`config.mk`:
```
export PLATFORM = sky130hd
export DESIGN_NAME = savitzky_golay_path_smoother_flat
export DESIGN_NICKNAME = d
export VERILOG_FILES = /design/src/rtl/core/sgps_pkg.sv /design/src/rtl/core/sgps_in_if.sv /design/src/rtl/core/sgps_out_if.sv /design/src/rtl/core/sgps_tap_cell.sv /design/src/rtl/core/sgps_div_cell.sv /design/src/rtl/core/savitzky_golay_path_smoother.sv /design/src/flat_wrapper.sv
export SDC_FILE = /design/constraint.sdc
export NUM_CORES = 2
export LEC_CHECK = 0
export BUFFER_PORTS_ARGS = -buffer_cell sky130_fd_sc_hd__buf_2
export CORE_UTILIZATION = 55
export CTS_BUF_LIST = sky130_fd_sc_hd__clkbuf_2
export CTS_CLUSTER_DIAMETER = 40
export DETAILED_ROUTE_END_ITERATION = 8
export PLACE_DENSITY = 0.71
export SETUP_SLACK_MARGIN = 0.3
export SYNTH_ARGS = -nofsm -noshare
export SYNTH_HDL_FRONTEND = slang
export SYNTH_HIERARCHICAL = 1
export SYNTH_SLANG_ARGS = --single-unit
```
`constraint.sdc`:
```
create_clock -name i_clk -period 21.9 [get_ports i_clk]
set_input_delay 0 -clock i_clk [delete_from_list [all_inputs] [get_ports i_clk]]
set_output_delay 0 -clock i_clk [all_outputs]
set_load 0.01 [all_outputs]
```
`src/rtl/core/sgps_pkg.sv`:
```
// ----------------------------------------------------------------------------
// sgps_pkg
// Shared constants and types of the five-point quadratic path smoother.
// ----------------------------------------------------------------------------
`default_nettype none

package sgps_pkg;

    // default coordinate width, signed two's complement
    localparam int SGPS_COORD_BITS = 16;

    // kernel (-3, 12, 17, 12, -3) / 35
    localparam int W_OUTER    = 3;
    localparam int W_NEAR     = 12;
    localparam int W_CENTER   = 17;
    localparam int DIVISOR    = 35;
    localparam int ROUND_BIAS = 17;

    // |weighted sum| + bias stays below 2^(COORD_BITS + EXTRA_BITS)
    localparam int EXTRA_BITS = 5;

    localparam int FULL_WINDOW = 4;
    localparam int MIN_HISTORY = 2;
    localparam int SEEN_BITS   = 3;

    typedef enum logic [1:0] {
        ST_RUN,
        ST_DRAIN_PREV,
        ST_DRAIN_LAST
    } t_state;

    // control that travels along the divider chain next to the data
    typedef struct packed {
        logic vld;
        logic last;
        logic neg_x;
        logic neg_y;
    } t_div_ctl;

endpackage

`default_nettype wire

```
`src/rtl/core/sgps_in_if.sv`:
```
// ----------------------------------------------------------------------------
// sgps_in_if
// Point request channel: valid/ready with x, y and a last-of-path mark.
// ----------------------------------------------------------------------------
`default_nettype none

interface sgps_in_if import sgps_pkg::*; #(
    parameter int COORD_BITS = SGPS_COORD_BITS
) ();

    logic                         valid;
    logic                         ready;
    logic signed [COORD_BITS-1:0] in_x;
    logic signed [COORD_BITS-1:0] in_y;
    logic                         in_last;

    modport source (output valid, output in_x, output in_y, output in_last, input ready);
    modport sink   (input valid, input in_x, input in_y, input in_last, output ready);

endinterface

`default_nettype wire

```
`src/rtl/core/sgps_out_if.sv`:
```
// ----------------------------------------------------------------------------
// sgps_out_if
// Result request channel: valid/ready with x, y and a last-of-path mark.
// ----------------------------------------------------------------------------
`default_nettype none

interface sgps_out_if import sgps_pkg::*; #(
    parameter int COORD_BITS = SGPS_COORD_BITS
) ();

    logic                         valid;
    logic                         ready;
    logic signed [COORD_BITS-1:0] out_x;
    logic signed [COORD_BITS-1:0] out_y;
    logic                         out_last;

    modport source (output valid, output out_x, output out_y, output out_last, input ready);
    modport sink   (input valid, input out_x, input out_y, input out_last, output ready);

endinterface

`default_nettype wire

```
`src/rtl/core/sgps_tap_cell.sv`:
```
// ----------------------------------------------------------------------------
// sgps_tap_cell
// One point of the history window; hands its point to the next cell on shift.
// ----------------------------------------------------------------------------
`default_nettype none

module sgps_tap_cell import sgps_pkg::*; #(
    parameter int COORD_BITS = SGPS_COORD_BITS
) (
    input  wire logic                         i_clk,
    input  wire logic                         i_shift,
    input  wire logic signed [COORD_BITS-1:0] i_x,
    input  wire logic signed [COORD_BITS-1:0] i_y,
    output logic signed [COORD_BITS-1:0]      o_x,
    output logic signed [COORD_BITS-1:0]      o_y
);

    logic signed [COORD_BITS-1:0] r_x;
    logic signed [COORD_BITS-1:0] r_y;

    always_ff @(posedge i_clk) begin
        if (i_shift) begin
            r_x <= i_x;
            r_y <= i_y;
        end
    end

    assign o_x = r_x;
    assign o_y = r_y;

endmodule

`default_nettype wire

```
`src/rtl/core/sgps_div_cell.sv`:
```
// ----------------------------------------------------------------------------
// sgps_div_cell
// Divide by 35 for x and y by reciprocal multiplication, with its pipeline slot.
// ----------------------------------------------------------------------------
`default_nettype none

module sgps_div_cell import sgps_pkg::*; #(
    parameter int COORD_BITS = SGPS_COORD_BITS
) (
    input  wire logic                                 i_clk,
    input  wire logic                                 i_rst_n,
    input  wire t_div_ctl                             i_ctl,
    input  wire logic [COORD_BITS+EXTRA_BITS-1:0]     i_num_x,
    input  wire logic [COORD_BITS+EXTRA_BITS-1:0]     i_num_y,
    input  wire logic                                 i_ready,
    output logic                                      o_ready,
    output t_div_ctl                                  o_ctl,
    output logic [COORD_BITS-1:0]                     o_q_x,
    output logic [COORD_BITS-1:0]                     o_q_y
);

    localparam int RW = COORD_BITS + EXTRA_BITS;
    // floor(n * K / 2^SH) equals floor(n / 35) for every n below 2^RW
    localparam int SH = RW + 6;
    localparam int KW = SH - 5;
    localparam int PW = RW + KW;
    localparam logic [KW-1:0] L_RECIP =
        KW'(((longint'(1) << SH) + longint'(DIVISOR) - longint'(1)) / longint'(DIVISOR));

    t_div_ctl              r_ctl;
    logic [COORD_BITS-1:0] r_q_x;
    logic [COORD_BITS-1:0] r_q_y;
    logic [PW-1:0]         w_prod_x;
    logic [PW-1:0]         w_prod_y;

    assign o_ready  = !r_ctl.vld || i_ready;
    assign w_prod_x = PW'(i_num_x) * PW'(L_RECIP);
    assign w_prod_y = PW'(i_num_y) * PW'(L_RECIP);

    always_ff @(posedge i_clk) begin
        if (!i_rst_n) begin
            r_ctl <= '0;
        end else if (o_ready) begin
            r_ctl <= i_ctl;
        end
    end

    // quotient stays below 2^COORD_BITS, so the top bits are all of it
    always_ff @(posedge i_clk) begin
        if (o_ready) begin
            r_q_x <= w_prod_x[PW-1:SH];
            r_q_y <= w_prod_y[PW-1:SH];
        end
    end

    assign o_ctl = r_ctl;
    assign o_q_x = r_q_x;
    assign o_q_y = r_q_y;

endmodule

`default_nettype wire

```
`src/rtl/core/savitzky_golay_path_smoother.sv`:
```
// ----------------------------------------------------------------------------
// savitzky_golay_path_smoother
// Five-point quadratic smoothing of a stream of 2-D path points.
// ----------------------------------------------------------------------------
// Points come in on i_pt (valid/ready, x, y, last) and results leave on o_pt.
// Every point is replaced by (-3,12,17,12,-3)/35 over its neighbors, rounded
// to nearest (ties away from zero) and saturated; the first two and last two
// points of a path, and all points of paths shorter than five, pass through.
// Results lag the input by two points. A point marked last flushes the rest
// of the path (up to three results, the final one marked last); i_pt.ready
// drops while that flush issues its extra results, otherwise one point
// is taken every cycle while the pipeline is not stalled.
// An accepted request passes the sum stage, the magnitude stage, the
// reciprocal multiply for the divide by 35 and the output register, in order.
// Throughput is one result per cycle while o_pt.ready stays high.
// Every stage holds its request while the next one is stalled, so a stall on
// o_pt fills the pipeline before i_pt.ready falls; empty slots are closed up.
// Reset (synchronous, active low) empties the pipeline and starts a new path;
// the window contents are not cleared.
// ----------------------------------------------------------------------------
`default_nettype none

module savitzky_golay_path_smoother import sgps_pkg::*; #(
    parameter int COORD_BITS = SGPS_COORD_BITS
) (
    input  wire logic  i_clk,
    input  wire logic  i_rst_n,
    sgps_in_if.sink    i_pt,
    sgps_out_if.source o_pt
);

    localparam int SW = COORD_BITS + EXTRA_BITS + 1;
    localparam int RW = COORD_BITS + EXTRA_BITS;
    localparam int NCELL = FULL_WINDOW;

    localparam logic [COORD_BITS-1:0] L_HI = {1'b0, {(COORD_BITS-1){1'b1}}};
    localparam logic [COORD_BITS-1:0] L_LO = {1'b1, {(COORD_BITS-1){1'b0}}};

    // ---------------- front end: window and flush sequencer ----------------
    t_state                r_state;
    t_state                n_state;
    logic [SEEN_BITS-1:0]  r_seen;
    logic [SEEN_BITS-1:0]  n_seen;

    logic                  w_in_fire;
    logic                  w_rdy_s0;
    logic                  w_emit_vld;
    logic                  w_emit_smooth;
    logic                  w_emit_last;
    logic                  w_emit_tap0;
    logic                  w_in_ready;

    logic signed [COORD_BITS-1:0] w_tap_x [0:NCELL];
    logic signed [COORD_BITS-1:0] w_tap_y [0:NCELL];

    assign w_tap_x[0] = i_pt.in_x;
    assign w_tap_y[0] = i_pt.in_y;

    genvar gt;
    generate
        for (gt = 0; gt < NCELL; gt++) begin : g_tap
            sgps_tap_cell #(
                .COORD_BITS (COORD_BITS)
            ) u_tap (
                .i_clk   (i_clk),
                .i_shift (w_in_fire),
                .i_x     (w_tap_x[gt]),
                .i_y     (w_tap_y[gt]),
                .o_x     (w_tap_x[gt+1]),
                .o_y     (w_tap_y[gt+1])
            );
        end
    endgenerate

    assign w_in_fire = i_pt.valid && w_in_ready;
    assign i_pt.ready = w_in_ready;

    always_comb begin
        n_state = r_state;
        unique case (r_state)
            ST_RUN: begin
                if (w_in_fire && i_pt.in_last) begin
                    n_state = (r_seen != '0) ? ST_DRAIN_PREV : ST_DRAIN_LAST;
                end
            end
            ST_DRAIN_PREV: begin
                if (w_rdy_s0) begin
                    n_state = ST_DRAIN_LAST;
                end
            end
            ST_DRAIN_LAST: begin
                if (w_rdy_s0) begin
                    n_state = ST_RUN;
                end
            end
            default: n_state = ST_RUN;
        endcase
    end

    // the last point is shifted in like any other, so the flush reads taps
    always_comb begin
        w_in_ready    = 1'b0;
        w_emit_vld    = 1'b0;
        w_emit_smooth = 1'b0;
        w_emit_last   = 1'b0;
        w_emit_tap0   = 1'b0;
        unique case (r_state)
            ST_RUN: begin
                w_in_ready    = w_rdy_s0;
                w_emit_vld    = w_in_fire && (r_seen >= SEEN_BITS'(MIN_HISTORY));
                w_emit_smooth = r_seen >= SEEN_BITS'(FULL_WINDOW);
            end
            ST_DRAIN_PREV: begin
                w_emit_vld = 1'b1;
            end
            ST_DRAIN_LAST: begin
                w_emit_vld  = 1'b1;
                w_emit_last = 1'b1;
                w_emit_tap0 = 1'b1;
            end
            default: begin
                w_emit_vld = 1'b0;
            end
        endcase
    end

    always_comb begin
        n_seen = r_seen;
        if (w_in_fire) begin
            if (i_pt.in_last) begin
                n_seen = '0;
            end else if (r_seen < SEEN_BITS'(FULL_WINDOW)) begin
                n_seen = r_seen + SEEN_BITS'(1);
            end
        end
    end

    always_ff @(posedge i_clk) begin
        if (!i_rst_n) begin
            r_state <= ST_RUN;
            r_seen  <= '0;
        end else begin
            r_state <= n_state;
            r_seen  <= n_seen;
        end
    end

    // ---------------- sum stage ----------------
    logic signed [SW-1:0] w_sum_x;
    logic signed [SW-1:0] w_sum_y;
    logic signed [SW-1:0] w_pass_x;
    logic signed [SW-1:0] w_pass_y;

    // taps: newest is the current input, then window cells 0..3
    assign w_sum_x = SW'(W_NEAR) * (SW'(w_tap_x[3]) + SW'(w_tap_x[1]))
                   + SW'(W_CENTER) * SW'(w_tap_x[2])
                   - SW'(W_OUTER) * (SW'(w_tap_x[4]) + SW'(w_tap_x[0]));
    assign w_sum_y = SW'(W_NEAR) * (SW'(w_tap_y[3]) + SW'(w_tap_y[1]))
                   + SW'(W_CENTER) * SW'(w_tap_y[2])
                   - SW'(W_OUTER) * (SW'(w_tap_y[4]) + SW'(w_tap_y[0]));

    // pass-through goes through the divider as 35 * point
    assign w_pass_x = SW'(DIVISOR) * (w_emit_tap0 ? SW'(w_tap_x[1]) : SW'(w_tap_x[2]));
    assign w_pass_y = SW'(DIVISOR) * (w_emit_tap0 ? SW'(w_tap_y[1]) : SW'(w_tap_y[2]));

    logic                 r_s0_vld;
    logic                 r_s0_last;
    logic signed [SW-1:0] r_s0_x;
    logic signed [SW-1:0] r_s0_y;
    logic                 w_rdy_s1;

    assign w_rdy_s0 = !r_s0_vld || w_rdy_s1;

    always_ff @(posedge i_clk) begin
        if (!i_rst_n) begin
            r_s0_vld <= 1'b0;
        end else if (w_rdy_s0) begin
            r_s0_vld <= w_emit_vld;
        end
    end

    always_ff @(posedge i_clk) begin
        if (w_rdy_s0) begin
            r_s0_last <= w_emit_last;
            r_s0_x    <= w_emit_smooth ? w_sum_x : w_pass_x;
            r_s0_y    <= w_emit_smooth ? w_sum_y : w_pass_y;
        end
    end

    // ---------------- magnitude stage ----------------
    logic [SW-1:0]         w_abs_x;
    logic [SW-1:0]         w_abs_y;
    t_div_ctl              r_s1_ctl;
    logic [RW-1:0]         r_s1_rem_x;
    logic [RW-1:0]         r_s1_rem_y;
    logic                  w_rdy_div;

    assign w_abs_x  = r_s0_x[SW-1] ? SW'(-r_s0_x) : SW'(r_s0_x);
    assign w_abs_y  = r_s0_y[SW-1] ? SW'(-r_s0_y) : SW'(r_s0_y);
    assign w_rdy_s1 = !r_s1_ctl.vld || w_rdy_div;

    always_ff @(posedge i_clk) begin
        if (!i_rst_n) begin
            r_s1_ctl <= '0;
        end else if (w_rdy_s1) begin
            r_s1_ctl.vld   <= r_s0_vld;
            r_s1_ctl.last  <= r_s0_last;
            r_s1_ctl.neg_x <= r_s0_x[SW-1];
            r_s1_ctl.neg_y <= r_s0_y[SW-1];
        end
    end

    always_ff @(posedge i_clk) begin
        if (w_rdy_s1) begin
            r_s1_rem_x <= w_abs_x[RW-1:0] + RW'(ROUND_BIAS);
            r_s1_rem_y <= w_abs_y[RW-1:0] + RW'(ROUND_BIAS);
        end
    end

    // ---------------- divide by 35 ----------------
    logic                  w_rdy_out;
    t_div_ctl              w_div_ctl;
    logic [COORD_BITS-1:0] w_qx;
    logic [COORD_BITS-1:0] w_qy;

    sgps_div_cell #(
        .COORD_BITS (COORD_BITS)
    ) u_div (
        .i_clk   (i_clk),
        .i_rst_n (i_rst_n),
        .i_ctl   (r_s1_ctl),
        .i_num_x (r_s1_rem_x),
        .i_num_y (r_s1_rem_y),
        .i_ready (w_rdy_out),
        .o_ready (w_rdy_div),
        .o_ctl   (w_div_ctl),
        .o_q_x   (w_qx),
        .o_q_y   (w_qy)
    );

    // ---------------- sign, saturation and output register ----------------
    logic                  r_out_vld;
    logic                  r_out_last;
    logic [COORD_BITS-1:0] r_out_x;
    logic [COORD_BITS-1:0] r_out_y;
    logic [COORD_BITS-1:0] w_fin_x;
    logic [COORD_BITS-1:0] w_fin_y;

    always_comb begin
        if (!w_div_ctl.neg_x) begin
            w_fin_x = w_qx[COORD_BITS-1] ? L_HI : w_qx;
        end else begin
            w_fin_x = (w_qx[COORD_BITS-1] && (|w_qx[COORD_BITS-2:0])) ? L_LO
                                                                       : (~w_qx + COORD_BITS'(1));
        end
        if (!w_div_ctl.neg_y) begin
            w_fin_y = w_qy[COORD_BITS-1] ? L_HI : w_qy;
        end else begin
            w_fin_y = (w_qy[COORD_BITS-1] && (|w_qy[COORD_BITS-2:0])) ? L_LO
                                                                       : (~w_qy + COORD_BITS'(1));
        end
    end

    assign w_rdy_out = !r_out_vld || o_pt.ready;

    always_ff @(posedge i_clk) begin
        if (!i_rst_n) begin
            r_out_vld <= 1'b0;
        end else if (w_rdy_out) begin
            r_out_vld <= w_div_ctl.vld;
        end
    end

    always_ff @(posedge i_clk) begin
        if (w_rdy_out) begin
            r_out_last <= w_div_ctl.last;
            r_out_x    <= w_fin_x;
            r_out_y    <= w_fin_y;
        end
    end

    assign o_pt.valid    = r_out_vld;
    assign o_pt.out_last = r_out_last;
    assign o_pt.out_x    = $signed(r_out_x);
    assign o_pt.out_y    = $signed(r_out_y);

    // ---------------- checks ----------------
    a_seen_range: assert property (@(posedge i_clk) disable iff (!i_rst_n)
        r_seen <= SEEN_BITS'(FULL_WINDOW))
        else $error("point count ran past the window");

    a_last_flush: assert property (@(posedge i_clk) disable iff (!i_rst_n)
        w_in_fire && i_pt.in_last |=> (r_state != ST_RUN) && (r_seen == '0))
        else $error("last point did not start a flush");

    a_flush_final: assert property (@(posedge i_clk) disable iff (!i_rst_n)
        (r_state == ST_DRAIN_LAST) && w_rdy_s0 |=> r_s0_vld && r_s0_last && (r_state == ST_RUN))
        else $error("flush did not issue the final point");

    a_no_take_in_flush: assert property (@(posedge i_clk) disable iff (!i_rst_n)
        (r_state != ST_RUN) |-> !w_in_fire && w_emit_vld)
        else $error("input taken or flush idle during flush");

endmodule

`default_nettype wire
```
`src/flat_wrapper.sv`:
```
// flat-port wrapper written by rule: the top's interface ports become plain ports
module savitzky_golay_path_smoother_flat import sgps_pkg::*;
#(
    parameter int COORD_BITS = SGPS_COORD_BITS
)
  (i_clk, i_rst_n, i_pt_valid, i_pt_in_x, i_pt_in_y, i_pt_in_last, i_pt_ready, o_pt_valid, o_pt_out_x, o_pt_out_y, o_pt_out_last, o_pt_ready);
  sgps_in_if #(.COORD_BITS(COORD_BITS)) i_pt_i ();
  sgps_out_if #(.COORD_BITS(COORD_BITS)) o_pt_i ();
  input  wire logic i_clk;
  input  wire logic i_rst_n;
  input wire logic [$bits(i_pt_i.valid)-1:0] i_pt_valid;
  input wire logic [$bits(i_pt_i.in_x)-1:0] i_pt_in_x;
  input wire logic [$bits(i_pt_i.in_y)-1:0] i_pt_in_y;
  input wire logic [$bits(i_pt_i.in_last)-1:0] i_pt_in_last;
  output wire logic [$bits(i_pt_i.ready)-1:0] i_pt_ready;
  output wire logic [$bits(o_pt_i.valid)-1:0] o_pt_valid;
  output wire logic [$bits(o_pt_i.out_x)-1:0] o_pt_out_x;
  output wire logic [$bits(o_pt_i.out_y)-1:0] o_pt_out_y;
  output wire logic [$bits(o_pt_i.out_last)-1:0] o_pt_out_last;
  input wire logic [$bits(o_pt_i.ready)-1:0] o_pt_ready;
  assign i_pt_i.valid = i_pt_valid;
  assign i_pt_i.in_x = i_pt_in_x;
  assign i_pt_i.in_y = i_pt_in_y;
  assign i_pt_i.in_last = i_pt_in_last;
  assign i_pt_ready = i_pt_i.ready;
  assign o_pt_valid = o_pt_i.valid;
  assign o_pt_out_x = o_pt_i.out_x;
  assign o_pt_out_y = o_pt_i.out_y;
  assign o_pt_out_last = o_pt_i.out_last;
  assign o_pt_i.ready = o_pt_ready;
  savitzky_golay_path_smoother #(.COORD_BITS(COORD_BITS)) u_core (.i_clk(i_clk), .i_rst_n(i_rst_n), .i_pt(i_pt_i), .o_pt(o_pt_i));
endmodule
```
==> Word level (Yosys, flattened, before mapping) <==
Cells that the tools add are included.
{ "totals": {"word_cells": 109, "output_inout_bits": 35, "reg_bits": 295} }
{ "classes": {"n_mul": 10, "bitwise": 2, "n_eq_ne": 5, "n_addsub": 15, "n_reduce_logical": 21, "n_mux": 23, "magnitude_cmp": 3} }
{ "op_table": {"columns": ["operator", "n"], "rows": [
  ["$mux 22", 4],
  ["$mul 21x22->43 const B", 2],
  ["$add 16x16->17", 4],
  ["$mux 16", 4],
  ["$add 22x22->22", 2],
  ["$mul 3x22->20 const A", 2],
  ["$mul 3x22->22 const A", 2],
  ["$mul 6x16->22 const A", 2],
  ["$mul 7x22->22 const A", 2],
  ["$sub 22x22->22", 2],
  ["$add 21x5->21 const B", 2],
  ["$mux 21", 2],
  ["$neg 21->21", 2],
  ["$add 16x1->16 const B", 2],
  ["$not 16->16", 2],
  ["$mux 15", 2],
  ["$reduce_or 15->1", 2],
  ["$mux 2", 4],
  ["$mux 3", 2],
  ["$ne 2x1->1 const B", 3],
  ["$pmux 2 s3", 1],
  ["$logic_and 1x1->1", 5],
  ["$logic_not 1->1", 4],
  ["$logic_or 1x1->1", 4],
  ["other kinds (14)", 16]
]} }

==> Depth between registers and ports, before layout <==
{ "depth": {"depth_word": 10, "mapped_depth": 32} }

==> Hierarchy <==
The synthesis kept the hierarchy.
{ "modules_own_cells": {"columns": ["module", "area_each_um2", "seq_area_each_um2", "cells_per_inst", "instances"], "rows": [
  ["savitzky_golay_path_smoother", 21051.4, 3823.7, 2304, 1],
  ["sgps_div_cell", 14561.5, 1041.0, 1427, 1],
  ["sgps_tap_cell", 960.9, 960.9, 32, 4]
]} }

==> Worst setup path before layout <==
Ideal clock, no wire load.
{ "synth_path": {"path_kind": "register to register", "from": "reg u_core.r_out_vld (netlist: u_core/o_pt.valid)", "to": "reg u_core.r_seen[1]", "setup_slack_ns": 13.045, "setup_ns": 0.129, "arrival_time_ns": 8.725, "path_stages_with_launch": 11, "synth_period_minus_slack_ns": 8.855, "path_cell_list": "dfxtp_1 nand2b_1 nand2b_1 clkbuf_1 nor2b_1 nand2_1 and3_1 clkbuf_1 o21ai_0 a32oi_1 nor2_1"} }
{ "synth_via": {"elab_chain_cells": 8} }
{ "synth_lines": {"columns": ["element", "line", "source"], "rows": [
  ["from (decl)", "savitzky_golay_path_smoother.sv:242", "logic r_out_vld;"],
  ["from (signal assigned)", "savitzky_golay_path_smoother.sv:270", "r_out_vld <= w_div_ctl.vld;"],
  ["$logic_not 1->1", "savitzky_golay_path_smoother.sv:264", "assign w_rdy_out = !r_out_vld || o_pt.ready;"],
  ["$logic_or 1x1->1", "savitzky_golay_path_smoother.sv:264", null],
  ["net u_core.w_rdy_out", "savitzky_golay_path_smoother.sv:221", "logic w_rdy_out;"],
  ["$logic_or 1x1->1", "sgps_div_cell.sv:36", "assign o_ready = !r_ctl.vld || i_ready;"],
  ["net u_core.w_rdy_div", "savitzky_golay_path_smoother.sv:196", "logic w_rdy_div;"],
  ["$logic_or 1x1->1", "savitzky_golay_path_smoother.sv:200", "assign w_rdy_s1 = !r_s1_ctl.vld || w_rdy_div;"],
  ["$logic_or 1x1->1", "savitzky_golay_path_smoother.sv:172", "assign w_rdy_s0 = !r_s0_vld || w_rdy_s1;"],
  ["net u_core.w_rdy_s0", "savitzky_golay_path_smoother.sv:46", "logic w_rdy_s0;"],
  ["$mux 1", "savitzky_golay_path_smoother.sv:107", "unique case (r_state)"],
  ["$logic_and 1x1->1", "savitzky_golay_path_smoother.sv:75", "assign w_in_fire = i_pt.valid && w_in_ready;"],
  ["net u_core.w_in_fire", "savitzky_golay_path_smoother.sv:45", "logic w_in_fire;"],
  ["$reduce_and 2->1 (no line)", null, null],
  ["to (signal assigned)", "savitzky_golay_path_smoother.sv:144", "r_seen <= n_seen;"],
  ["to (decl)", "savitzky_golay_path_smoother.sv:42", "logic [SEEN_BITS-1:0] r_seen;"]
]} }
The timed path passes the listed nets, and every way through them passes these cells.
A chain may end at the register's enable or synchronous reset.

==> Final worst setup path <==
{ "layout_path": {"from": "reg u_core.g_tap[0].u_tap.r_y[1]", "to": "reg u_core.r_s0_y[21], data pin"} }
{ "layout_via": {"elab_chain_cells": 5, "word_cells_on_any_way": 7, "cone_classes": "add/sub (3); mul (2); mux (2)"} }
{ "layout_lines": {"columns": ["element", "line", "source"], "rows": [
  ["from (decl)", "sgps_tap_cell.sv:19", "logic signed [COORD_BITS-1:0] r_y;"],
  ["from (signal assigned)", "sgps_tap_cell.sv:24", "r_y <= i_y;"],
  ["$add 16x16->17", "savitzky_golay_path_smoother.sv:158", "assign w_sum_y = SW'(W_NEAR) * (SW'(w_tap_y[3]) + SW'(w_tap_y[1]))"],
  ["$mul 3x22->20", "savitzky_golay_path_smoother.sv:158", null],
  ["$add 22x22->22", "savitzky_golay_path_smoother.sv:159", "+ SW'(W_CENTER) * SW'(w_tap_y[2])"],
  ["$sub 22x22->22", "savitzky_golay_path_smoother.sv:160", "- SW'(W_OUTER) * (SW'(w_tap_y[4]) + SW'(w_tap_y[0]));"],
  ["$mux 22 (*)", "savitzky_golay_path_smoother.sv:186", "r_s0_y <= w_emit_smooth ? w_sum_y : w_pass_y;"],
  ["to (signal assigned)", "savitzky_golay_path_smoother.sv:186", null],
  ["to (decl)", "savitzky_golay_path_smoother.sv:169", "logic signed [SW-1:0] r_s0_y;"]
]} }
Mark *: on every way between the ends. The rest lies on a longest branch, timed or not.

==> results.yml <==
placement:
  placed_cell_area_um2: 40900
  portBuffers: 71
  place_congestion: 0.928
  dpl.hpwl_um: 65100
  place_ws_ps: 14410
clocking:
  insertion_delay_ps: 1120
  cts-resized-gates: 0
  clockBufferDepth: 3
  postCtsHoldBufs: 78
  h-tree-depth: 3
  post-cts-setup-buffers: 0
  clock-root-buffer: "clkbuf_2"
  numCtsBuffers: 84
  cts_tree: "built"
  cts.sinks: 295
  clkTransAtPathRegs_ps: 120
grt:
  grt_use_total_pct: 22.3
  overflow: 0
  grt_pass1_vias: 27708
  grt_max_degree: 72
  antenna_found_initial: 3
  grt_pass1_wl_um: 133000
sta:
  rsz0062_at_grt: "false"
  setup_violations: 0
  period_share_pct: 34.3
  hold_viol_final: 0
  slew_viol_final: 0
  post-route-min-period_ps: 7520
  max_freq_mhz: 133
  relSlewSlack_pct: 24.5
  setup_ws_ps: 14380
  tightest_slew_ps: 1130
  fin_setup_tns_ps: 0
  clock_skew_ps: 151
synthesis:
  syn-cell-area_um2: 39500
  synthTopCellsByCount: "inv_1 (820), ha_1 (714), fa_1 (426), edfxtp_1 (280), a21oi_1 (204)"
  netlist_instances: 3859
  synthTopCellsByArea: "ha_1 (23%), fa_1 (22%), edfxtp_1 (21%)"
  ys_seq_elements: 295
  syn_area_per_cell_um2: 10.2
  yosysTopAreaCellShare_pct: 22.6
  yosys_most_used_dff: "edfxtp_1"
  ys_seq_area_share_pct: 22.1
  async_reset_ff_share_pct: 0
  synth_area_leader_cell: "ha_1"
  yosysMostFrequentCell: "inv_1"
  ys_types: 86
  synth_nets: 5036
  ys_warn_count: 6
  synth_edf_count: 280
critical_path:
  endpoint_kind: "flip-flop"
  startpoint_type: "flip-flop"
  cpMaxStageDelayCell: "fa_1"
  crit_type: "flip-flop to flip-flop"
  max_stage_delay_ps: 540
  critPathMostFrequentCell: "a21oi_1"
  cp_max_fo: 4
  worstPathRequired_ps: 22770
  cp.arrival_ps: 8380
route:
  routed_wl_um: 78700
  wl_per_cell_um: 15.5
  drt_iter0_drc: 1113
  detail-route-antenna-nets: 0
  num_vias: 26900
  dr.pass1.iters: 5
  via_per_inst: 5.31
  drc: 0
floorplan:
  initial_core_util_pct: 56.0
  io_pins: 72
  die_h_um: 270
  fp.coreArea_um2: 70500
  fp.dieW_um: 270
  dieArea_um2: 72800
  fp-row-count: 97
cells_and_area:
  fill_cells: 5997
  fin_nets: 5238
  final_core_util_pct: 60.4
  post_route_cells_drive_above_1_share_pct: 6.37
  syn_to_final_growth_pct: 7.88
  design_area_um2: 42600
run:
  drv_cap: 0
hold_path:
  hold_path_class: "primary input to flip-flop"
outcome:
  status: "finished, final reports clean"
## registers in the layout (all words and copies together), names as in the netlist
name	cells
u_core/o_pt.valid	1
u_core/r_s0_vld	1
u_core/o_pt.out_last	1
u_core/g_tap.u_tap/o_x	64
u_core/o_pt.out_x	16
u_core/r_s1_rem_y	21
u_core/g_tap.u_tap/o_y	64
u_core/u_div/o_q_y	16
u_core/r_s1_rem_x	21
u_core/r_state	2
u_core/r_s0_last	1
u_core/u_div/o_ctl	4
u_core/r_s0_y	22
u_core/o_pt.out_y	16
u_core/u_div/o_q_x	16
u_core/r_s1_ctl	4
u_core/r_s0_x	22
u_core/r_seen	3
## kinds of logic after synthesis
logic type / Yosys count / share of synthesized area [%]
adder cells (fa/ha/maj): 1140 / 44.3
multiplexers: 35 / 0.920
AND/OR/NAND/NOR: 593 / 7.40
XOR/XNOR: 277 / 6.23
buffers and inverters: 860 / 8.24
flip-flops: 295 / 22.1
AO/OA/AOI/OAI: 659 / 10.9
## layout make-up
type,instances,area [um^2],area share (%)
diodes,2,5.00,0.0118
clock buffers,104,520,1.22
clock inverters,49,383,0.899
inverters,821,3080,7.24
multi-input cells,2704,27500,64.6
flip-flops and latches,295,8710,20.5
well taps,940,1180,2.76
repair buffers,155,1180,2.77
## stage by stage
step                      hold slack, ps  instances
final                                161       5070
after global routing                66.4       5070
after CTS                           3.31       5068
after detailed placement             199       4837
after global placement               198       4837
after floorplan                     98.9       3859
## placed cells by master (no fill, tap or decap), types with 9 or more instances in the layout
master,count
inv_1,819
ha_1,713
fa_1,426
edfxtp_1,280
a21oi_1,204
nand2_1,194
xnor2_1,166
nor2_1,123
o21ai_0,114
xor2_1,109
clkbuf_2,104
dlygate4sd3_1,78
buf_2,71
a21o_1,71
nand3_1,48
nor3_1,37
o21bai_1,37
clkinv_1,31
or3_1,27
nor2b_1,26
o21a_1,26
mux2i_1,25
nand2b_1,22
a31oi_1,22
a211oi_1,21
nand4_1,21
o31ai_1,19
o21ai_1,19
o311ai_1,17
or2_2,16
dfxtp_1,15
nor4_1,12
and3_1,12
and2_1,11
o41ai_1,10
mux2_2,10
a21boi_0,10
o211ai_1,9
## worst paths after layout
check | start | to | slack [ps] | cells past startpoint
worst max-delay path | u_core/g_tap[0].u_tap/o_y[1]$_DFFE_PP_ | u_core/r_s0_y[21]$_DFFE_PP_ | 14380 | 32
worst min-delay path | i_pt_in_x[0] | u_core/g_tap[0].u_tap/o_x[0]$_DFFE_PP_ | 160 | 3
worst max register to register | u_core/g_tap[0].u_tap/o_y[1]$_DFFE_PP_ | u_core/r_s0_y[21]$_DFFE_PP_ | 14380 | 32
worst min register to register | u_core/g_tap[2].u_tap/o_x[3]$_DFFE_PP_ | u_core/g_tap[3].u_tap/o_x[3]$_DFFE_PP_ | 450 | 0
## critical path, delay by kind of cell, from the launching register on
| kind | cells | cell delay (ps) |
|---|---|---|
| fa+ha+maj | 6 | 2370 |
| xor+xnor | 5 | 1040 |
| simple gates | 3 | 400 |
| mux | 1 | 80 |
| buf+inv | 1 | 40 |
| compound gates | 16 | 2880 |
| flops | 1 | 450 |
## per-layer routing
layer  routed length, um  part of all wire [%]  track usage, %
met3                2550                   3.2            2.92
met5                  24                 0.030               0
met2               37500                    48            38.0
met4                1750                   2.2            6.46
met1               36900                    47            29.7
Power is left out: the tool's default activity adds up to more than one toggle a clock period on the data nets, which glitch-free logic cannot reach.
